[src/sv/tea_pkg.sv]
// Shared types and constants for the TEA block cipher.
package tea_pkg;

  // Key schedule constant.
  localparam logic [31:0] DELTA = 32'h9e37_79b9;

  // Configuration port geometry and register indexes.
  localparam int unsigned ADDR_W = 5;
  localparam int unsigned IDX_W  = 3;
  localparam logic [IDX_W-1:0] REG_KEY0 = 3'd0;
  localparam logic [IDX_W-1:0] REG_KEY1 = 3'd1;
  localparam logic [IDX_W-1:0] REG_KEY2 = 3'd2;
  localparam logic [IDX_W-1:0] REG_KEY3 = 3'd3;
  localparam logic [IDX_W-1:0] REG_MODE = 3'd4;

  typedef struct packed {
    logic [31:0] v0;
    logic [31:0] v1;
    logic        last;
  } tea_data_t;

  typedef struct packed {
    logic [31:0] k0;
    logic [31:0] k1;
    logic [31:0] k2;
    logic [31:0] k3;
  } tea_key_t;

  // Per-stage control: running sum, which half is updated and the direction.
  typedef struct packed {
    logic [31:0] sum;
    logic        update_v0;
    logic        subtract;
  } tea_ctl_t;

endpackage

[src/sv/tea_cfg.sv]
// APB-style register file holding the key words and the mode bit.
module tea_cfg (
  input  logic                       clk,
  input  logic                       rst,
  input  logic                       psel,
  input  logic                       penable,
  input  logic                       pwrite,
  input  logic [tea_pkg::ADDR_W-1:0] paddr,
  input  logic [31:0]                pwdata,
  output logic [31:0]                prdata,
  output logic                       pready,
  output tea_pkg::tea_key_t          key,
  output logic                       decrypt_mode
);

  logic [tea_pkg::IDX_W-1:0] idx;
  logic                      wr;

  assign idx    = paddr[tea_pkg::ADDR_W-1:2];
  assign pready = 1'b1;
  assign wr     = psel && penable && pwrite;

  always_ff @(posedge clk) begin
    if (rst) begin
      key          <= '0;
      decrypt_mode <= 1'b0;
    end else if (wr) begin
      case (idx)
        tea_pkg::REG_KEY0: key.k0 <= pwdata;
        tea_pkg::REG_KEY1: key.k1 <= pwdata;
        tea_pkg::REG_KEY2: key.k2 <= pwdata;
        tea_pkg::REG_KEY3: key.k3 <= pwdata;
        tea_pkg::REG_MODE: decrypt_mode <= pwdata[0];
        default: ;
      endcase
    end
  end

  always_comb begin
    case (idx)
      tea_pkg::REG_KEY0: prdata = key.k0;
      tea_pkg::REG_KEY1: prdata = key.k1;
      tea_pkg::REG_KEY2: prdata = key.k2;
      tea_pkg::REG_KEY3: prdata = key.k3;
      tea_pkg::REG_MODE: prdata = {31'd0, decrypt_mode};
      default:           prdata = '0;
    endcase
  end

endmodule

[config.mk]
export PLATFORM = sky130hd
export DESIGN_NAME = tea_cfg
export DESIGN_NICKNAME = d
export VERILOG_FILES = /design/src/sv/tea_pkg.sv /design/src/sv/tea_cfg.sv
export SDC_FILE = /design/constraint.sdc
export NUM_CORES = 1
export LEC_CHECK = 0
export BUFFER_PORTS_ARGS = -buffer_cell sky130_fd_sc_hd__buf_4
export CORE_MARGIN = 2
export CORE_UTILIZATION = 30
export CTS_BUF_LIST = sky130_fd_sc_hd__clkbuf_8 sky130_fd_sc_hd__clkbuf_16
export CTS_CLUSTER_SIZE = 40
export DETAILED_ROUTE_END_ITERATION = 10
export PLACE_DENSITY_LB_ADDON = 0.05
export SYNTH_ARGS = -nofsm -noshare
export SYNTH_HDL_FRONTEND = slang
export SYNTH_SLANG_ARGS = --single-unit
export TNS_END_PERCENT = 10
[constraint.sdc]
create_clock -name clk -period 1.7 [get_ports clk]
set_clock_uncertainty 0.15 [all_clocks]
set_input_delay 0.255 -clock clk [delete_from_list [all_inputs] [get_ports clk]]
set_output_delay 0.255 -clock clk [all_outputs]
set_load 0.02 [all_outputs]
## Word level (Yosys, flattened, before mapping)

Cells that the tools add are included.

| cells by class | value |
|---|---|
| reductions and logical operators | 8 |
| muxes and demuxes | 1 |
| equal/unequal tests | 4 |

Operators with widths:

| cell | number |
|---|---|
| 32-bit case mux with 5 select lines | 1 |
| 2-bit AND reduction | 5 |
| 3-bit by 2-bit equality test with 1-bit output (second input constant) | 2 |
| 3-bit by 1-bit equality test with 1-bit output (second input constant) | 1 |
| 3-bit equality test (second input constant) | 1 |
| 3-bit logical NOT | 1 |
| 1-bit logical AND | 2 |

| word-level totals | value |
|---|---|
| input port bits | 42 |
| flip-flop bits (word level) | 129 |
| logic and storage cells | 18 |
| output and inout port bits | 162 |

## Logic depth before layout (Yosys ltp)

Gate-level depths: netlist of run 1.

| logic depth | value |
|---|---|
| depth after elaboration | 3 |
| mapped depth | 7 |
| mapped depth without buffers | 3 |

## Worst setup path after synthesis of run 1

OpenSTA, ideal clock, no wires.

| timing | value |
|---|---|
| path type | input to output |
| from | input paddr[2] (netlist bit) |
| to | output prdata[10] |
| buffers on the path | 2 |
| data required time | 1.295 ns |
| arrival time | 1.353 ns |
| path slack | -0.058 ns |
| stages | 4 |
| cell sequence | buf_4 > buf_4 > mux4_2 > nor2b_1 |

| on the way | value |
|---|---|
| word-level cells in the longest chain between the ends | 2 |
| elaborated cells on any way between the ends | 6 |
| those cells by class | eq/ne: 4; mux: 1; reduce/logical: 1 |

Ends and longest elaborated chain:

| item | RTL line | text |
|---|---|---|
| from (decl) | tea_cfg.sv:8 | `input logic [tea_pkg::ADDR_W-1:0] paddr,` |
| 3-bit equality test, or another cell as far along | tea_cfg.sv:40 | `case (idx)` |
| 32-bit case mux with 5 select lines * | tea_cfg.sv:40 |  |
| to (decl) | tea_cfg.sv:10 | `output logic [31:0] prdata,` |

Every way passes the cells marked *; elsewhere a longest branch is shown, timed or not.

## Worst setup path in the final report of run 1

| timing | value |
|---|---|
| from | register key[31] (netlist bit) |
| to | output prdata[31] |

| on the way | value |
|---|---|
| word-level cells in the longest chain between the ends | 1 |

Ends and longest elaborated chain:

| item | RTL line | text |
|---|---|---|
| from (decl) | tea_cfg.sv:12 | `output tea_pkg::tea_key_t key,` |
| 32-bit case mux with 5 select lines | tea_cfg.sv:40 |  |

Every way passes these cells.

==> results of run 1 <==
==> repair_timing <==
| item | 4_1_cts | 5_1_grt |
|---|---|---|
| pin swaps | 1 | 0 |
| setup buffers | 5 | 8 |
| setup endpoints to repair | 32 | 32 |
| gates resized for setup | 72 | 41 |
==> routing by layer <==
metal	part of all wire	GRT usage	routed length, um	up-vias
li1	-	-	-	2300
met1	0.45	0.224	8370	2339
met2	0.48	0.276	8990	128
met3	0.057	0.0494	1070	12
met4	0.011	0.0514	196	0
met5	0	0	0	-
==> logic make-up (layout without fill, tap and decap cells) <==
logic type | after synthesis | in the layout | share of synthesized area
simple gates | 204 | 204 | 0.207
mux | 161 | 161 | 0.322
buf+inv | 46 | 283 | 0.0504
other cells | 1 | 1 | 0.000604
compound gates | 3 | 3 | 0.00343
flops | 129 | 129 | 0.416
==> cell type report <==
class / instances / area [um^2]
fill: 1917 / 11200
multi-input combinational: 369 / 3400
sequential: 129 / 2680
timing repair buffer: 251 / 2070
clock buffer: 18 / 439
tap: 270 / 338
clock inverter: 14 / 150
==> sequential cells by signal (all words and copies together), names as in the netlist <==
name          count
decrypt_mode      1
key             128
==> power groups by stage <==
stage	clock (mW)	combinational, mW	sequential, mW
2_1_floorplan	0	0.286	3.15
3_3_place_gp	0	0.538	3.13
3_5_place_dp	0	0.548	3.13
4_1_cts	3.77	0.553	3.07
5_1_grt	3.91	0.592	3.07
6_report	3.67	0.551	3.07
==> worst max path at each step <==
| stage | slack [ps] | cells past startpoint | start | endpoint |
|---|---|---|---|---|
| floorplan | 9 | 4 | paddr[2] | prdata[10] |
| global placement | -120 | 5 | paddr[2] | prdata[7] |
| detailed placement | -120 | 5 | paddr[2] | prdata[7] |
| CTS | -240 | 3 | key[31]$_SDFFE_PP0P_ | prdata[31] |
| global route | -270 | 3 | key[91]$_SDFFE_PP0P_ | prdata[27] |
| finish | -210 | 3 | key[31]$_SDFFE_PP0P_ | prdata[31] |
==> per-stage QoR <==
stage,hold slack [ps],TNS [ps],area [um^2]
CTS,6.88,-7180,8900
finish,20.1,-6260,9080
detailed placement,333,-2290,8160
global placement,321,-1900,8160
floorplan,326,0,6220
global route,30.4,-7950,9080
==> cell usage in the layout (no fill, tap or decap), drive strengths merged <==
cell / netlist / layout
a22oi: 1 / 1
and2: 1 / 1
and2b: 1 / 1
and3: 1 / 1
and3b: 1 / 1
and4b: 1 / 1
buf: 25 / 251
bufinv: 0 / 3
clkbuf: 21 / 18
clkinv: 0 / 6
clkinvlp: 0 / 1
conb: 1 / 1
dfxtp: 129 / 129
inv: 0 / 4
mux2: 1 / 1
mux2i: 129 / 129
mux4: 31 / 31
nand2: 2 / 2
nand2b: 161 / 161
nand3: 2 / 2
nand3b: 3 / 3
nor2: 1 / 1
nor2b: 30 / 30
o21a: 1 / 1
o22ai: 1 / 1
==> worst max-delay path, stage by stage (launching register included) <==
cell	delay [ps]
dfxtp_2	330
mux4_2	460
and2b_1	180
buf_6	130
==> qor.yml, run 1 <==
outcome:
  status: "finished with violations"
  violations: "negative setup slack"
sta:
  fin_ws_ps: -213
  setup_viol: 32
  max_clock_freq_ghz: 0.523
  post-route-period-util: 1.13
  slew_viol_final: 0
  hold_viol_final: 0
  fin_crit_ps: 1910
  rsz0062_at_grt: "true"
critical_path:
  r2r_setup_slack_ps: 840
  cp.required_ps: 1290
  r2r-start: "key[118]$_SDFFE_PP0P_"
  worst-r2r-cell-count: 3
  reg2reg_to: "key[118]$_SDFFE_PP0P_"
  crit_fanout: 3
  crit_path_end_kind: "output port"
  arrival_ps: 1510
  startpoint_type: "flop"
  criticalPathCategory: "reg2out"
grt:
  antenna_found_initial: 0
  grt_usage: 0.171
  grt_start_max_net_pins: 76
  grt_first_pass_wirelength_um: 28800
  gr-total-overflow: 0
  grt_pass1_vias: 4964
synth:
  synth_top_area_frac: 0.416
  netlist_area_um2: 6210
  syn_inst: 544
  ys_top_cells_by_area: "dfxtp_1 42%, mux2i_1 21%, nand2b_1 16%"
  synth_common_cells: "161 x nand2b_1, 129 x dfxtp_1, 129 x mux2i_1"
  synth_top_area_cell: "dfxtp_1"
  syn_area_per_cell_um2: 11.4
  yosysWarnings: 0
  ys_seq_area_frac: 0.416
  async_reset_ff_frac: 0
  syn_nets: 586
  synth_edf_count: 0
  synth_ff_type: "dfxtp_1"
  yosysMostFrequentCell: "nand2b_1"
  yosysUniqueCellTypes: 26
  synth-seq-cells: 129
floorplan:
  pin_count: 204
  coreArea_um2: 20300
  die_w_um: 148
  die_h_um: 148
  num_rows: 52
  die_area_um2: 21900
  start_util: 0.306
power_and_ir_drop:
  p_total_mw: 7.29
  powerDensity_nw_per_um2: 802
  ir_drop_mv: 0.667
  power_frac_clock: 0.503
  switching_share: 0.226
  seqPwrFrac: 0.421
  p_comb_frac: 0.076
  p_int_mw: 5.64
  p_leak_nw: 4.34
  power_switching_mw: 1.64
cells_and_area:
  nNetsFinal: 810
  fin_util: 0.447
  syn2layout_area_growth_pct: 46.3
  fin_cells: 1051
  diodes: 0
  drive_above_1_share: 0.517
detailed_routing:
  route.vias.total: 4779
  drt-total-wl_um: 18600
  firstDrtPassIters: 4
  via_per_inst: 4.55
  wl_per_cell_um: 17.7
  drc_errors: 0
  postRouteAntennaNets: 0
  drtIter0Drc: 163
clocking:
  ctsHtreeMaxLevel: 4
  clk_latency_ps: 420
  cts_buffers: 17
  clockBufferDepth: 2
  clockRootBuffer: "clkbuf_16"
  clkTransAtPathRegs_ps: 60
  ctsHoldBuffers: 0
  cts.sinks: 129
  cts_tree: "built"
hold_path:
  whs_endpoint: "key[2]$_SDFFE_PP0P_"
  hold_class: "in2reg"
  min_from: "pwdata[2]"
  hold_depth: 3
placement:
  io_buffers: 200
  gp_congestion: 0.735
  dp_hpwl_um: 12900
  post-place-ws_ps: -123
  dpl.cell_count: 1006
job:
  drv_cap: 0
No activity file was read; power rests on OpenSTA's default activity.
==> inputs of run 2 (changes only) <==
--- a/config.mk
+++ b/config.mk
@@ -6,8 +6,9 @@
 export NUM_CORES = 1
 export LEC_CHECK = 0
 export BUFFER_PORTS_ARGS = -buffer_cell sky130_fd_sc_hd__buf_4
+export CORE_ASPECT_RATIO = 1.75
 export CORE_MARGIN = 2
-export CORE_UTILIZATION = 30
+export CORE_UTILIZATION = 45
 export CTS_BUF_LIST = sky130_fd_sc_hd__clkbuf_8 sky130_fd_sc_hd__clkbuf_16
 export CTS_CLUSTER_SIZE = 40
 export DETAILED_ROUTE_END_ITERATION = 10
@@ -15,4 +16,4 @@
 export SYNTH_ARGS = -nofsm -noshare
 export SYNTH_HDL_FRONTEND = slang
 export SYNTH_SLANG_ARGS = --single-unit
-export TNS_END_PERCENT = 10
+export TNS_END_PERCENT = 50
==> run 2 against run 1 <==
Effect of this change:
- the flow still finishes with violations (negative setup slack)
- first-iteration DRC count is 8.6% lower
- sequential share of layout area is 0.47 points lower
- die area is 32% lower
- worst hold slack better by 9.0 ps
- count of clock-buffer cells in the layout is 2 higher
- utilization is 24 points higher
- combinational power hardly changed
- critical path depth stayed put
- global-route usage is 6.4 points higher
- final area is 2.0% higher
==> qor.yml, run 2 (synthesis results as in run 1) <==
outcome:
  status: "finished with violations"
  violations: "negative setup slack"
critical_path:
  criticalPathCategory: "reg2out"
  startpoint: "key[26]$_SDFFE_PP0P_"
  worst-r2r-cell-count: 4  # +1
  arrival_ps: 1500  # about the same
  cp.required_ps: 1290  # about the same
  crit_slowest_cell: "mux4_2"
  r2r_setup_slack_ps: 740  # -100 ps
  slowest_delay_ps: 450  # about the same
  crit_path_end_kind: "output port"
  r2r-start: "key[17]$_SDFFE_PP0P_"
  crit_fanout: 3  # unchanged
  startpoint_type: "flop"
  crit_chain: "mux4_2, nor2b_2, buf_6"
placement:
  gp_congestion: 0.781  # +6.2%
  dpl.cell_count: 910  # -9.5%
  dp_hpwl_um: 11800  # -8.2%
  io_buffers: 200  # unchanged
cells_and_area:
  largest_register: "key"
  diodes: 0  # unchanged
  drive_above_1_share: 0.543  # +0.0257
  mostFrequentLayoutCell: "buf_4"
  mostFrequentLayoutCells: "249 x buf_4, 161 x nand2b_1, 129 x mux2i_1"
  reg.largest.list: "key (128), decrypt_mode (1)"
  fin_util: 0.688  # +0.241
  nNetsFinal: 832  # +2.7%
  largest_register_ff_count: 128  # unchanged
  syn2layout_area_growth_pct: 49.2
  fin_cells: 977  # -7.0%
power_and_ir_drop:
  powerDensity_nw_per_um2: 861  # +7.4%
  power_switching_mw: 1.62  # -1.4%
  p_leak_nw: 4.52  # +4.2%
  power_frac_clock: 0.547  # +0.044
  switching_share: 0.203  # -0.0225
  p_total_mw: 7.98  # +9.5%
  p_int_mw: 6.36  # +13%
  ir_drop_mv: 0.758  # +14%
  seqPwrFrac: 0.384  # -0.037
  p_comb_frac: 0.069  # -0.007
sta:
  fin_ws_ps: -203  # +10.6 ps
  fin_crit_ps: 1900  # -10.6 ps
  hold_viol_final: 0  # unchanged
  post-route-period-util: 1.12  # -0.00623
  setup_viol: 32  # unchanged
  finalHoldWorstSlack_ps: 29.1  # +8.96 ps
  slew_viol_final: 0  # unchanged
  rsz0062_at_grt: "true"
  max_clock_freq_ghz: 0.526  # +0.56%
floorplan:
  pin_count: 204  # unchanged
  num_rows: 56  # +7.7%
  die_w_um: 92.8  # -37%
  die_h_um: 159  # +7.8%
  coreArea_um2: 13500  # -34%
  die_area_um2: 14800  # -32%
  start_util: 0.461  # +0.156
hold_path:
  hold_class: "in2reg"
  min_from: "pwdata[23]"
  hold_depth: 3  # unchanged
detailed_routing:
  route.vias.total: 4935  # +3.3%
  wl_per_cell_um: 17.7  # -0.14%
  via_per_inst: 5.05  # +11%
  drt-total-wl_um: 17300  # -7.2%
  postRouteAntennaNets: 0  # unchanged
  firstDrtPassIters: 4  # unchanged
  drc_errors: 0  # unchanged
  drtIter0Drc: 149  # -8.6%
clocking:
  cts_tree: "built"
  cts_buffers: 17  # unchanged
  clkTransAtPathRegs_ps: 60  # about the same
  clockBufferDepth: 2  # unchanged
  cts.sinks: 129  # unchanged
  ctsHtreeMaxLevel: 4  # unchanged
  clockRootBuffer: "clkbuf_16"
  clk_latency_ps: 410  # about the same
job:
  drv_cap: 0  # unchanged
grt:
  gr-total-overflow: 0  # unchanged
  grt_pass1_vias: 5309  # +7.0%
  grt_usage: 0.236  # +0.0645
  antenna_found_initial: 0  # unchanged
  grt_start_max_net_pins: 92  # +21%
  grt_first_pass_wirelength_um: 27200  # -5.4%
[run 2: worst max-delay path, delay by kind of cell, from the launching register on]
| kind | cells | cell delay [ps] |
|---|---|---|
| buffers and inverters | 1 | 140 |
| flip-flops | 1 | 330 |
| multiplexers | 1 | 450 |
| AND/OR/NAND/NOR | 1 | 170 |
[run 2: metrics by stage]
step	TNS [ps]	setup slack (ps)	cell area, um^2
detailed placement	-1910	-102	8060
finish	-5740	-203	9260
floorplan	0	8.97	6220
global route	-7290	-247	9260
global placement	-1740	-101	8060
CTS	-6340	-220	9180
[run 2: repair_timing]
| item | 4_1_cts | 5_1_grt |
|---|---|---|
| hold buffers | 0 | 0 |
| gates resized for setup | 90 | 23 |
| pin swaps | 1 | 0 |
| setup buffers | 30 | 5 |
| setup endpoints to repair | 32 | 32 |
| cloned | 0 | 0 |
[run 2: routing by layer]
layer / up-vias / wire length [um] / part of all wire / track usage
met5: - / 0 / 0 / 0
met3: 33 / 912 / 0.053 / 0.0540
li1: 2344 / - / - / -
met2: 165 / 9430 / 0.55 / 0.430
met4: 0 / 445 / 0.026 / 0.0943
met1: 2393 / 6500 / 0.38 / 0.259
[run 2: path summary, 6_finish.rpt]
| path | endpoint |
|---|---|
| worst min register to register | key[127]$_SDFFE_PP0P_ |
| worst max register to register | key[17]$_SDFFE_PP0P_ |
| worst min-delay path | key[23]$_SDFFE_PP0P_ |
| worst max-delay path | prdata[26] |
[run 2: power by group through the flow]
stage,clock (mW),sequential [mW],combinational (mW)
final,4.37,3.06,0.548
after CTS,4.44,3.06,0.551
after global placement,0,3.13,0.523
after floorplan,0,3.15,0.286
after global routing,4.58,3.07,0.584
after detailed placement,0,3.13,0.531
[run 2: area by class of cell]
type / instances / area, um^2
Clock inverter: 12 / 253
Fill cell: 1083 / 4190
Sequential cell: 129 / 2690
Clock buffer: 20 / 467
Multi-Input combinational cell: 369 / 3380
Tap cell: 174 / 218
Timing Repair Buffer: 273 / 2250
