<file path="config.mk">
export PLATFORM = sky130hd
export DESIGN_NAME = tea_round_stage
export DESIGN_NICKNAME = d
export VERILOG_FILES = /design/src/sv/tea_pkg.sv /design/src/sv/tea_round_stage.sv
export SDC_FILE = /design/constraint.sdc
export NUM_CORES = 1
export LEC_CHECK = 0
export BUFFER_PORTS_ARGS = -buffer_cell sky130_fd_sc_hd__buf_2
export CORE_AREA = 2 2 184 186
export CTS_CLUSTER_DIAMETER = 60
export DETAILED_ROUTE_END_ITERATION = 12
export DIE_AREA = 0 0 186 188
export PLACE_DENSITY = 0.68
export SLEW_MARGIN = 20
export SYNTH_ARGS = -nofsm -noshare
export SYNTH_HDL_FRONTEND = slang
export SYNTH_SLANG_ARGS = --single-unit
</file>
<file path="constraint.sdc">
create_clock -name clk -period 7.9 [get_ports clk]
set_input_delay 0.79 -clock clk [delete_from_list [all_inputs] [get_ports clk]]
set_output_delay 0.79 -clock clk [all_outputs]
set_load 0.05 [all_outputs]
</file>
<file path="src/sv/tea_pkg.sv">
// Shared types and constants for the TEA block cipher.
package tea_pkg;

  // Key schedule constant.
  localparam logic [31:0] DELTA = 32'h9e37_79b9;

  // Configuration port geometry and register indexes.
  localparam int unsigned ADDR_W = 5;
  localparam int unsigned IDX_W  = 3;
  localparam logic [IDX_W-1:0] REG_KEY0 = 3'd0;
  localparam logic [IDX_W-1:0] REG_KEY1 = 3'd1;
  localparam logic [IDX_W-1:0] REG_KEY2 = 3'd2;
  localparam logic [IDX_W-1:0] REG_KEY3 = 3'd3;
  localparam logic [IDX_W-1:0] REG_MODE = 3'd4;

  typedef struct packed {
    logic [31:0] v0;
    logic [31:0] v1;
    logic        last;
  } tea_data_t;

  typedef struct packed {
    logic [31:0] k0;
    logic [31:0] k1;
    logic [31:0] k2;
    logic [31:0] k3;
  } tea_key_t;

  // Per-stage control: running sum, which half is updated and the direction.
  typedef struct packed {
    logic [31:0] sum;
    logic        update_v0;
    logic        subtract;
  } tea_ctl_t;

endpackage

</file>
<file path="src/sv/tea_round_stage.sv">
// One registered half round of TEA with its own valid bit and handshake.
module tea_round_stage (
  input  logic               clk,
  input  logic               rst,
  input  tea_pkg::tea_key_t  key,
  input  tea_pkg::tea_ctl_t  ctl,
  input  logic               in_valid,
  output logic               in_ready,
  input  tea_pkg::tea_data_t in_data,
  output logic               out_valid,
  input  logic               out_ready,
  output tea_pkg::tea_data_t out_data
);

  logic [31:0]        x;
  logic [31:0]        y;
  logic [31:0]        ka;
  logic [31:0]        kb;
  logic [31:0]        mix;
  logic [31:0]        y_new;
  tea_pkg::tea_data_t data_next;

  // The half that changes is mixed from the other half.
  always_comb begin
    if (ctl.update_v0) begin
      x  = in_data.v1;
      y  = in_data.v0;
      ka = key.k0;
      kb = key.k1;
    end else begin
      x  = in_data.v0;
      y  = in_data.v1;
      ka = key.k2;
      kb = key.k3;
    end
    mix   = ((x << 4) + ka) ^ (x + ctl.sum) ^ ((x >> 5) + kb);
    y_new = ctl.subtract ? (y - mix) : (y + mix);
    data_next      = in_data;
    if (ctl.update_v0) begin
      data_next.v0 = y_new;
    end else begin
      data_next.v1 = y_new;
    end
  end

  // A stage takes a new block when it is empty or its content moves on.
  assign in_ready = !out_valid || out_ready;

  always_ff @(posedge clk) begin
    if (rst) begin
      out_valid <= 1'b0;
    end else if (in_ready) begin
      out_valid <= in_valid;
    end
  end

  always_ff @(posedge clk) begin
    if (in_ready && in_valid) begin
      out_data <= data_next;
    end
  end

endmodule

</file>
# Yosys cells after proc, flatten, opt, wreduce, memory -nomap -nowiden
# Index checks and enable logic that the tools add are counted.
dict set report word_totals {
  word_cells 21
  output_inout_bits 67
  input_bits 231
  ff_bits 66
}
dict set report classes {
  muxes 7
  bitwise_logic 2
  reduce_logical 3
  addsub 5
}
# operator n
set ops {}
lappend ops {{$mux W32} 7}
lappend ops {{$add A32 B32 Y32} 3}
lappend ops {{$xor A32 B32 Y32} 2}
lappend ops {{$add A27 B32 Y32} 1}
lappend ops {{$sub A32 B32 Y32} 1}
lappend ops {{$logic_and A1 B1 Y1} 1}
lappend ops {{$logic_not A1 Y1} 1}
lappend ops {{$logic_or A1 B1 Y1} 1}

# Logic depth before layout (Yosys ltp)
# Gate-level depths: netlist (run 1).
dict set report depth {
  ltp_word 7
  ltp_mapped 33
  mapped_depth_nobuf 29
}

# Worst setup path after synthesis (run 1)
# Ideal clock, no wire load.
dict set report synth_timing {
  path_type {input port to flip-flop}
  start {input port ctl[1] in the netlist's numbering}
  end {register out_data[32] in the netlist's numbering, data pin}
  stages 29
  arrival_ns 7.557
  required_time_ns 7.639
  path_slack_ns 0.082
  path_buffers 4
  setup_ns 0.261
  cell_sequence {buf_2 buf_1 buf_6 clkbuf_1 mux2_2 ha_1 fa_1 a21o_1 a311oi_2 nor2_1 xnor3_2 o21ai_2 a2111oi_4 nand3_2 nor4b_1 and3_1 nor2_1 xor2_1 ha_1 and3_1 and4_1 o311ai_1 nand3_1 a31o_2 nand4_1 nand2_1 xnor3_1 a31o_2 a311o_1}
}
# element line_no
set synth_lines {}
lappend synth_lines {{from (decl)} tea_round_stage.sv:6} ;# input tea_pkg::tea_ctl_t ctl,
lappend synth_lines {{to (signal assigned)} tea_round_stage.sv:59} ;# out_data <= data_next;
lappend synth_lines {{to (decl)} tea_round_stage.sv:12} ;# output tea_pkg::tea_data_t out_data

==> results.cfg, run 1 <==
[outcome]
outcome = complete, no violations

[power]
p_per_area_nw_per_um2 = 341
leakagePower_nw = 6.26
ir_worst_vdd_uv = 176

[sta]
skew_ns = 0.00545
max_slew.worst_pin.slew_ns = 0.865
setup_ws_ns = 0.550
finalSetupViolations = 0
relSlewSlack = 0.417
hold_viol = 0
finalSetupTns_ns = 0
fin_crit_ns = 7.35
rsz0062_at_grt = no
max_freq_mhz = 136
period_share = 0.930
drv_slew = 0

[global_routing]
grt.overflow.total = 0
antenna_found_initial = 4
grt_start_max_net_pins = 81
grt_pass1_vias = 10891
track_usage = 0.207
grt_pass1_wl_um = 57000

[yosys]
yosys.cell_types.count = 101
syn_avg_cell_area_um2 = 8.60
synth_area_leaders = edfxtp_1 17%, ha_1 13%, xnor2_1 9.0%, mux2_2 8.7%, xor2_1 4.9%
ys_seq_area_frac = 0.172
syn_area_um2 = 11400
synth_flop_cell = edfxtp_1
synthesis.nets = 1683
synth_edf_count = 65
synth_top_area_share = 0.171
yosys_warnings = 0
synthArstFlopShare = 0
synth_seq_cells = 66
syn_inst = 1331
yosys.area.top_type = edfxtp_1

[floorplanning]
die_w_um = 186
start_util = 0.346
dieArea_um2 = 35000
floorplan.rows = 67
fp.dieH_um = 188
io-pin-count = 298
core_area_um2 = 33100

[worst_setup_path]
path_class = in2reg
cp-end-kind = flop
critical-path-top-delay-family = compound AO/OA/AOI/OAI gates
critical_path_required_ns = 7.98
cpMaxStageDelayCell = buf_4
crit_buf_inv = 2
worstPathArrival_ns = 7.43
cp-start-kind = input pin
crit_path_max_fanout = 55
cp_slowest_stage_delay_ns = 0.55

[finish]
drive_gt1_frac = 0.290
nets = 1973
area_growth_pct = 20.5
final_util = 0.416
design_area_um2 = 13800

[clocking]
clk_latency_ns = 0.33
clockBufferDepth = 2
cts_inserted_buffers = 9
cts_tree = done
root_buffer = clkbuf_16
cts.clk_slew.worst_paths_ns = 0.05
cts_max_level = 3
clock_sinks = 66

[run]
maxCapViolations = 0

[detailed_routing]
drc_errors = 0
via_per_inst = 5.40
drtIter0Drc = 682
drtPass1Iterations = 5
routed_wl_um = 37700
vias = 11224
wl_per_cell_um = 18.1
ant_nets = 0

[placed_design]
globalplace.congestion = 0.926
portBuffers = 297
dp_slack_ns = 0.170
place_hpwl_um = 32500
dpl_cell_area_um2 = 13500

[worst_hold_path]
hold_class = reg2reg
layer usage:
layer,up-vias,track usage,share of wire
met5,-,0,0
met4,0,0.0684,0.026
met2,357,0.335,0.45
met1,5281,0.291,0.47
li1,5539,-,-
met3,47,0.0169,0.054
state kept, by name, summed over array words and instances, names as in the netlist:
register / flops
out_data: 65
out_valid: 1
final timing paths:
path                            slack [ns]  depth (start not counted)           end       from
worst max-delay path                  0.55                         27  out_data[64]     ctl[1]
worst min-delay path                  0.50                          2     out_valid  out_valid
worst max register to register        6.29                          3  out_data[32]  out_valid
worst min register to register        0.50                          2     out_valid  out_valid
through the flow:
| step | std cells | hold WS [ns] | power [W] |
|---|---|---|---|
| final | 2078 | 0.504 | 0.00471 |
| after global routing | 2078 | 0.535 | 0.00506 |
| after CTS | 2074 | 0.503 | 0.00469 |
| after detailed placement | 2058 | 0.496 | 0.00428 |
| after global placement | 2058 | 0.485 | 0.00423 |
| after floorplan | 1331 | 0.859 | 0.00346 |
logic make-up (layout without fill, tap and decap cells):
family                     after synthesis  in the layout  synth area share
AOI/OAI and AO/OA                      421            421             0.246
muxes                                  112            112             0.108
buffers and inverters                   90            385            0.0342
and+or+nand+nor                        326            326             0.141
xor gates and xnor gates               195            195             0.165
adders and majority gates              121            121             0.135
DFF                                     66             66             0.172
other                                    0              4                 0
where the power goes:
part           internal [W]  switching, W  leakage, nW
clock network      0.000243      0.000151        0.135
logic               0.00138       0.00228         5.49
registers          0.000620     0.0000371        0.642
worst reg2reg max path: stages (launching register included):
cell	delay, ns
dfxtp_1	0.30
nand2b_1	0.09
and2_2	0.14
buf_4	0.63
cell usage after synthesis, types with 7 or more instances:
cell type,instances
o21ai_1,7
buf_2,7
ha_1,117
edfxtp_1,65
nand2_1,119
nand4_1,13
and2_1,11
inv_1,49
mux2i_1,24
clkbuf_1,28
a21oi_1,106
a21o_1,54
xnor3_1,8
mux2_2,88
and3_1,14
o21bai_1,10
nand3_1,21
xnor2_1,117
nor2b_1,10
o21a_1,11
a31oi_1,17
a211oi_1,14
xor2_1,64
o21ai_0,107
nor2_1,72
o31ai_1,9
nor3_1,17
nand2b_1,14
layout by cell type, fill, tap and decap left out, types with 5 or more instances in the layout:
cell type	n
buf_2	296
nand2_1	119
xnor2_1	117
ha_1	117
o21ai_0	107
a21oi_1	106
mux2_2	88
nor2_1	72
edfxtp_1	65
xor2_1	64
a21o_1	54
inv_1	49
mux2i_1	24
buf_4	22
nand3_1	21
a31oi_1	17
nor3_1	17
nand2b_1	14
and3_1	14
a211oi_1	14
nand4_1	13
o21a_1	11
and2_1	10
nor2b_1	10
o21bai_1	10
o31ai_1	9
clkbuf_16	9
xnor3_1	8
o21ai_1	7
o211ai_1	6
a31o_2	6
a21boi_0	6
a211o_1	5
or3_1	5
final cells by class:
type	instances	area, µm²
diodes	4	10.0
clock buffers	9	225
clock inverters	7	70.1
fillers	3368	19300
inverters	49	184
multi-input cells	1175	9090
flip-flops and latches	66	1970
well taps	448	561
repair buffers	320	1680
timing repair:
action,4_1_cts,5_1_grt
buffers inserted,0,0
hold buffers,0,0
resized for setup,0,1
endpoints found under the setup margin,0,2
Power figures use the tool's default switching activity.
==> inputs of run 2 (changes only) <==
Settings changed: CORE_AREA 2 2 184 186 to 2 2 220 157, DIE_AREA 0 0 186 188 to 0 0 222 159, PLACE_DENSITY 0.68 to 0.67.
==> run 2 against run 1 <==
  * Non-clock buffer count grew 14
  * Die area grew 0.94%
  * Clock power is 5.8% higher
  * Register-to-register slack about the same
  * First-iteration DRC count grew 23%
  * Maximum frequency decreased by 1.5%
  * Power is 3.4% higher
  * Worst setup slack got worse by 0.11 ns
  * Critical path depth is 1 lower
  * Final area grew 0.63%
  * Wire length grew 6.7%
  * Highest routed layer is now met5
==> results.cfg, run 2 (same netlist as run 1, synthesis figures left out) <==
[worst_setup_path]
critical-path-top-delay-family = simple AND/OR/NAND/NOR gates
cp-end-kind = flop
critical_path_required_ns = 7.98
cpMaxStageDelayCell = xnor3_1
path_class = in2reg
cp_slowest_stage_delay_ns = 0.49
crit_buf_inv = 2
cp-start-kind = input pin
crit_path_max_fanout = 51
worstPathArrival_ns = 7.54

[sta]
max_freq_mhz = 134
skew_ns = 0.00969
hold_viol = 0
drv_slew = 0
finalSetupTns_ns = 0
relSlewSlack = 0.371
max_slew.worst_pin.slew_ns = 0.934
rsz0062_at_grt = no
period_share = 0.944
finalSetupViolations = 0
fin_crit_ns = 7.46

[global_routing]
grt_pass1_vias = 10724
antenna_found_initial = 1
grt_pass1_wl_um = 60800
grt.overflow.total = 0
grt_start_max_net_pins = 66
track_usage = 0.219

[finish]
largest_reg_flops = 65
most-common-layout-cells = 296 x buf_2, 119 x nand2_1, 117 x xnor2_1, 117 x ha_1
layout.cells.most_common = buf_2
antennaDiodeCount = 0
drive_gt1_frac = 0.295
top_register = out_data
reg.largest.list = out_data: 65 flops, out_valid: 1 flops
fill_cells = 3288
nets = 1987
area_growth_pct = 21.2

[clocking]
root_buffer = clkbuf_16
cts_max_level = 3
cts.clk_slew.worst_paths_ns = 0.06
cts_tree = done
ctsHoldBuffers = 0
cts_setup_buffers = 0
clock_sinks = 66
cts_inserted_buffers = 9
clockBufferDepth = 2
clk_latency_ns = 0.33
cts_resized = 0

[floorplanning]
die_w_um = 222
start_util = 0.345
floorplan.rows = 56
core_area_um2 = 33100
fp.dieH_um = 159
dieArea_um2 = 35300
io-pin-count = 298

[power]
internal_power_w = 0.00232
p_per_area_nw_per_um2 = 351
p_clk_frac = 0.086
total_power_w = 0.00487
ir_worst_vdd_uv = 183
comb_power_share = 0.779
p_sw_frac = 0.523
seqPwrFrac = 0.136
leakagePower_nw = 6.34
switching_power_w = 0.00255

[worst_hold_path]
hold_class = reg2reg

[run]
maxCapViolations = 0

[detailed_routing]
drtIter0Drc = 841
wl_per_cell_um = 19.4
routed_wl_um = 40200
ant_nets = 0
via_per_inst = 5.53
drtPass1Iterations = 5
vias = 11475
drc_errors = 0

[placed_design]
portBuffers = 297
place_hpwl_um = 34700
globalplace.congestion = 0.930

[outcome]
outcome = complete, no violations
==> run 2: cell count changes in the layout (fill, tap and decap cells not counted), sizes merged <==
cell	delta
clkinvlp	-2
bufinv	+1
buf	+14
diode	-4
clkinv	+1
==> run 2: path summary, 6_finish.rpt <==
path	from	endpoint	slack (ns)	cells after the start
hold / removal	out_valid	out_valid	0.52	2
setup reg to reg	out_valid	out_data[2]	6.29	3
setup / recovery	ctl[1]	out_data[64]	0.44	26
hold reg to reg	out_valid	out_valid	0.52	2
==> run 2: power groups by stage <==
| stage | clock network [W] | logic, W | registers [W] |
|---|---|---|---|
| floorplan | 0 | 0.00229 | 0.00117 |
| finish | 0.000417 | 0.00379 | 0.000661 |
| global route | 0.000439 | 0.00410 | 0.000674 |
| global placement | 0 | 0.00368 | 0.000667 |
| detailed placement | 0 | 0.00372 | 0.000670 |
| CTS | 0.000424 | 0.00374 | 0.000664 |
==> run 2: cell type report <==
| type | count | area [µm²] | area share |
|---|---|---|---|
| clock buffers | 9 | 225 | 0.0162 |
| clock inverters | 7 | 83.8 | 0.00604 |
| inverters | 49 | 184 | 0.0133 |
| multi-input cells | 1175 | 9080 | 0.655 |
| flip-flops and latches | 66 | 1970 | 0.142 |
| well taps | 435 | 544 | 0.0392 |
| repair buffers | 334 | 1780 | 0.128 |
==> run 2: metal layers <==
layer  GRT usage  up-vias  routed length [µm]
li1            -     5570                   -
met4      0.0326        2                 420
met1       0.352     5412               20800
met3      0.0273       25                2970
met5           0        -                   8
met2       0.309      466               16000
==> run 2: worst register-to-register path, cell delays in order, from the launching register on <==
cell	delay, ns
dfxtp_1	0.30
nand2b_1	0.10
and2_2	0.15
buf_4	0.64
==> run 2: metrics by stage <==
step / util / hold WS (ns) / instance area [µm²] / std cells / setup WS, ns
3_3_place_gp: 0.409 / 0.486 / 13600 / 2059 / 0.328
3_5_place_dp: 0.409 / 0.516 / 13600 / 2059 / 0.231
2_1_floorplan: - / 0.859 / 11400 / 1331 / 0.0819
4_1_cts: 0.419 / 0.523 / 13900 / 2075 / 0.548
6_report: 0.419 / 0.517 / 13900 / 2075 / 0.439
5_1_grt: 0.419 / 0.547 / 13900 / 2075 / 0.0325
==> inputs of run 3 (changes only) <==
Settings changed: CORE_AREA 2 2 220 157 to 2 2 237 169, DIE_AREA 0 0 222 159 to 0 0 239 171, PLACE_DENSITY 0.67 to 0.61.
==> run 3 against run 2 <==
  * Wire length rose by 0.99%
  * Highest routed layer unchanged
  * Sequential power fell by 0.8%
  * Sequential share of layout area is 0.098 points lower
  * Critical endpoint unchanged
  * Global-route usage decreased by 2.8 points
  * Flip-flop and latch count did not move
==> results.cfg, run 3 (same netlist as run 1, synthesis figures left out) <==
[outcome]
outcome = complete, no violations

[worst_hold_path]
holdCritStartpoint = out_valid
hold_path_depth = 2
min_to = out_valid
hold_class = reg2reg

[worst_setup_path]
worst-r2r-cell-count = 3
critical_path_required_ns = 7.99
crit_path_max_fanout = 34
cpMaxStageDelayCell = nor4b_1
cp-end-kind = flop
cp_slowest_stage_delay_ns = 0.48
cp-start-kind = input pin
reg2reg_to = out_data[41]
r2r_setup_slack_ns = 6.10
worstPathArrival_ns = 7.42
path_class = in2reg
rr_startpoint = out_valid

[detailed_routing]
drtPass1Iterations = 5
drtIter0Drc = 936
wl_per_cell_um = 18.9
ant_nets = 0
vias = 11259
drc_errors = 0
routed_wl_um = 40600
via_per_inst = 5.24

[global_routing]
track_usage = 0.191
grt_pass1_vias = 10476
grt_start_max_net_pins = 93
grt_pass1_wl_um = 60100
grt.overflow.total = 0
antenna_found_initial = 5

[floorplanning]
floorplan.rows = 61
fp.dieH_um = 171
dieArea_um2 = 40900
core_area_um2 = 38900
die_w_um = 239
start_util = 0.294
io-pin-count = 298

[power]
p_per_area_nw_per_um2 = 344
leakagePower_nw = 6.35
ir_worst_vdd_uv = 165

[clocking]
cts_inserted_buffers = 9
root_buffer = clkbuf_16
cts.clk_slew.worst_paths_ns = 0.06
cts_tree = done
clockBufferDepth = 2
cts_max_level = 3
clock_sinks = 66
clk_latency_ns = 0.33
cts_setup_buffers = 0
cts_resized = 0
ctsHoldBuffers = 0

[sta]
finalSetupTns_ns = 0
fin_crit_ns = 7.33
period_share = 0.928
drv_slew = 0
finalSetupViolations = 0
rsz0062_at_grt = no
hold_viol = 0
relSlewSlack = 0.438
skew_ns = 0.0111
max_slew.worst_pin.slew_ns = 0.834
hold_ws_ns = 0.512
max_freq_mhz = 136

[finish]
most-common-layout-cells = 296 x buf_2, 119 x nand2_1, 117 x xnor2_1, 117 x ha_1, 107 x o21ai_0
drive_gt1_frac = 0.295
area_growth_pct = 22.1
nets = 1987
reg.largest.list = out_data: 65 flops, out_valid: 1 flops
top_register = out_data
layout.cells.most_common = buf_2
largest_reg_flops = 65

[placed_design]
place_hpwl_um = 35300
globalplace.congestion = 0.904
portBuffers = 297

[run]
maxCapViolations = 0
run 3: per-stage QoR:
stage | instances | util | setup WS (ns) | total power, W | cell area (µm²)
after floorplan | 1331 | - | 0.0819 | 0.00346 | 11400
after global placement | 2128 | 0.351 | 0.414 | 0.00431 | 13700
after detailed placement | 2128 | 0.351 | 0.310 | 0.00436 | 13700
after CTS | 2144 | 0.359 | 0.666 | 0.00479 | 14000
after global routing | 2145 | 0.359 | 0.122 | 0.00518 | 14000
final | 2148 | 0.359 | 0.566 | 0.00481 | 14000
run 3: final cells by class:
type                            count  area, µm²
Multi-Input combinational cell   1175       9080
Sequential cell                    66       1970
Fill cell                        4062      25000
Clock inverter                      2       35.0
Timing Repair Buffer              334       1780
Tap cell                          504        631
Clock buffer                       14        274
Inverter                           49        184
Antenna cell                        4       10.0
run 3: where the power goes:
group	internal, W	switching [W]
Clock	0.000270	0.000143
Sequential	0.000620	0.0000362
Combinational	0.00140	0.00234
run 3: worst max-delay path: cells and delay by family:
family	cells	cell delay (ns)
xor+xnor	3	1.07
buf+inv	1	0.27
simple gates	10	1.89
compound gates	9	2.27
fa+ha+maj	3	1.09
run 3: worst max-delay path by stage:
stage / endpoint / from
2_1_floorplan: out_data[32] / ctl[1]
4_1_cts: out_data[64] / ctl[1]
3_5_place_dp: out_data[64] / ctl[1]
3_3_place_gp: out_data[64] / ctl[1]
5_1_grt: out_data[64] / ctl[1]
6_report: out_data[64] / ctl[1]
run 3: per-layer routing:
| metal | GRT usage | wire length, µm | vias up |
|---|---|---|---|
| met5 | 0 | 46 | - |
| met4 | 0.0342 | 459 | 6 |
| met3 | 0.0224 | 2770 | 28 |
| met2 | 0.274 | 16300 | 381 |
| met1 | 0.301 | 21000 | 5252 |
| li1 | - | - | 5592 |
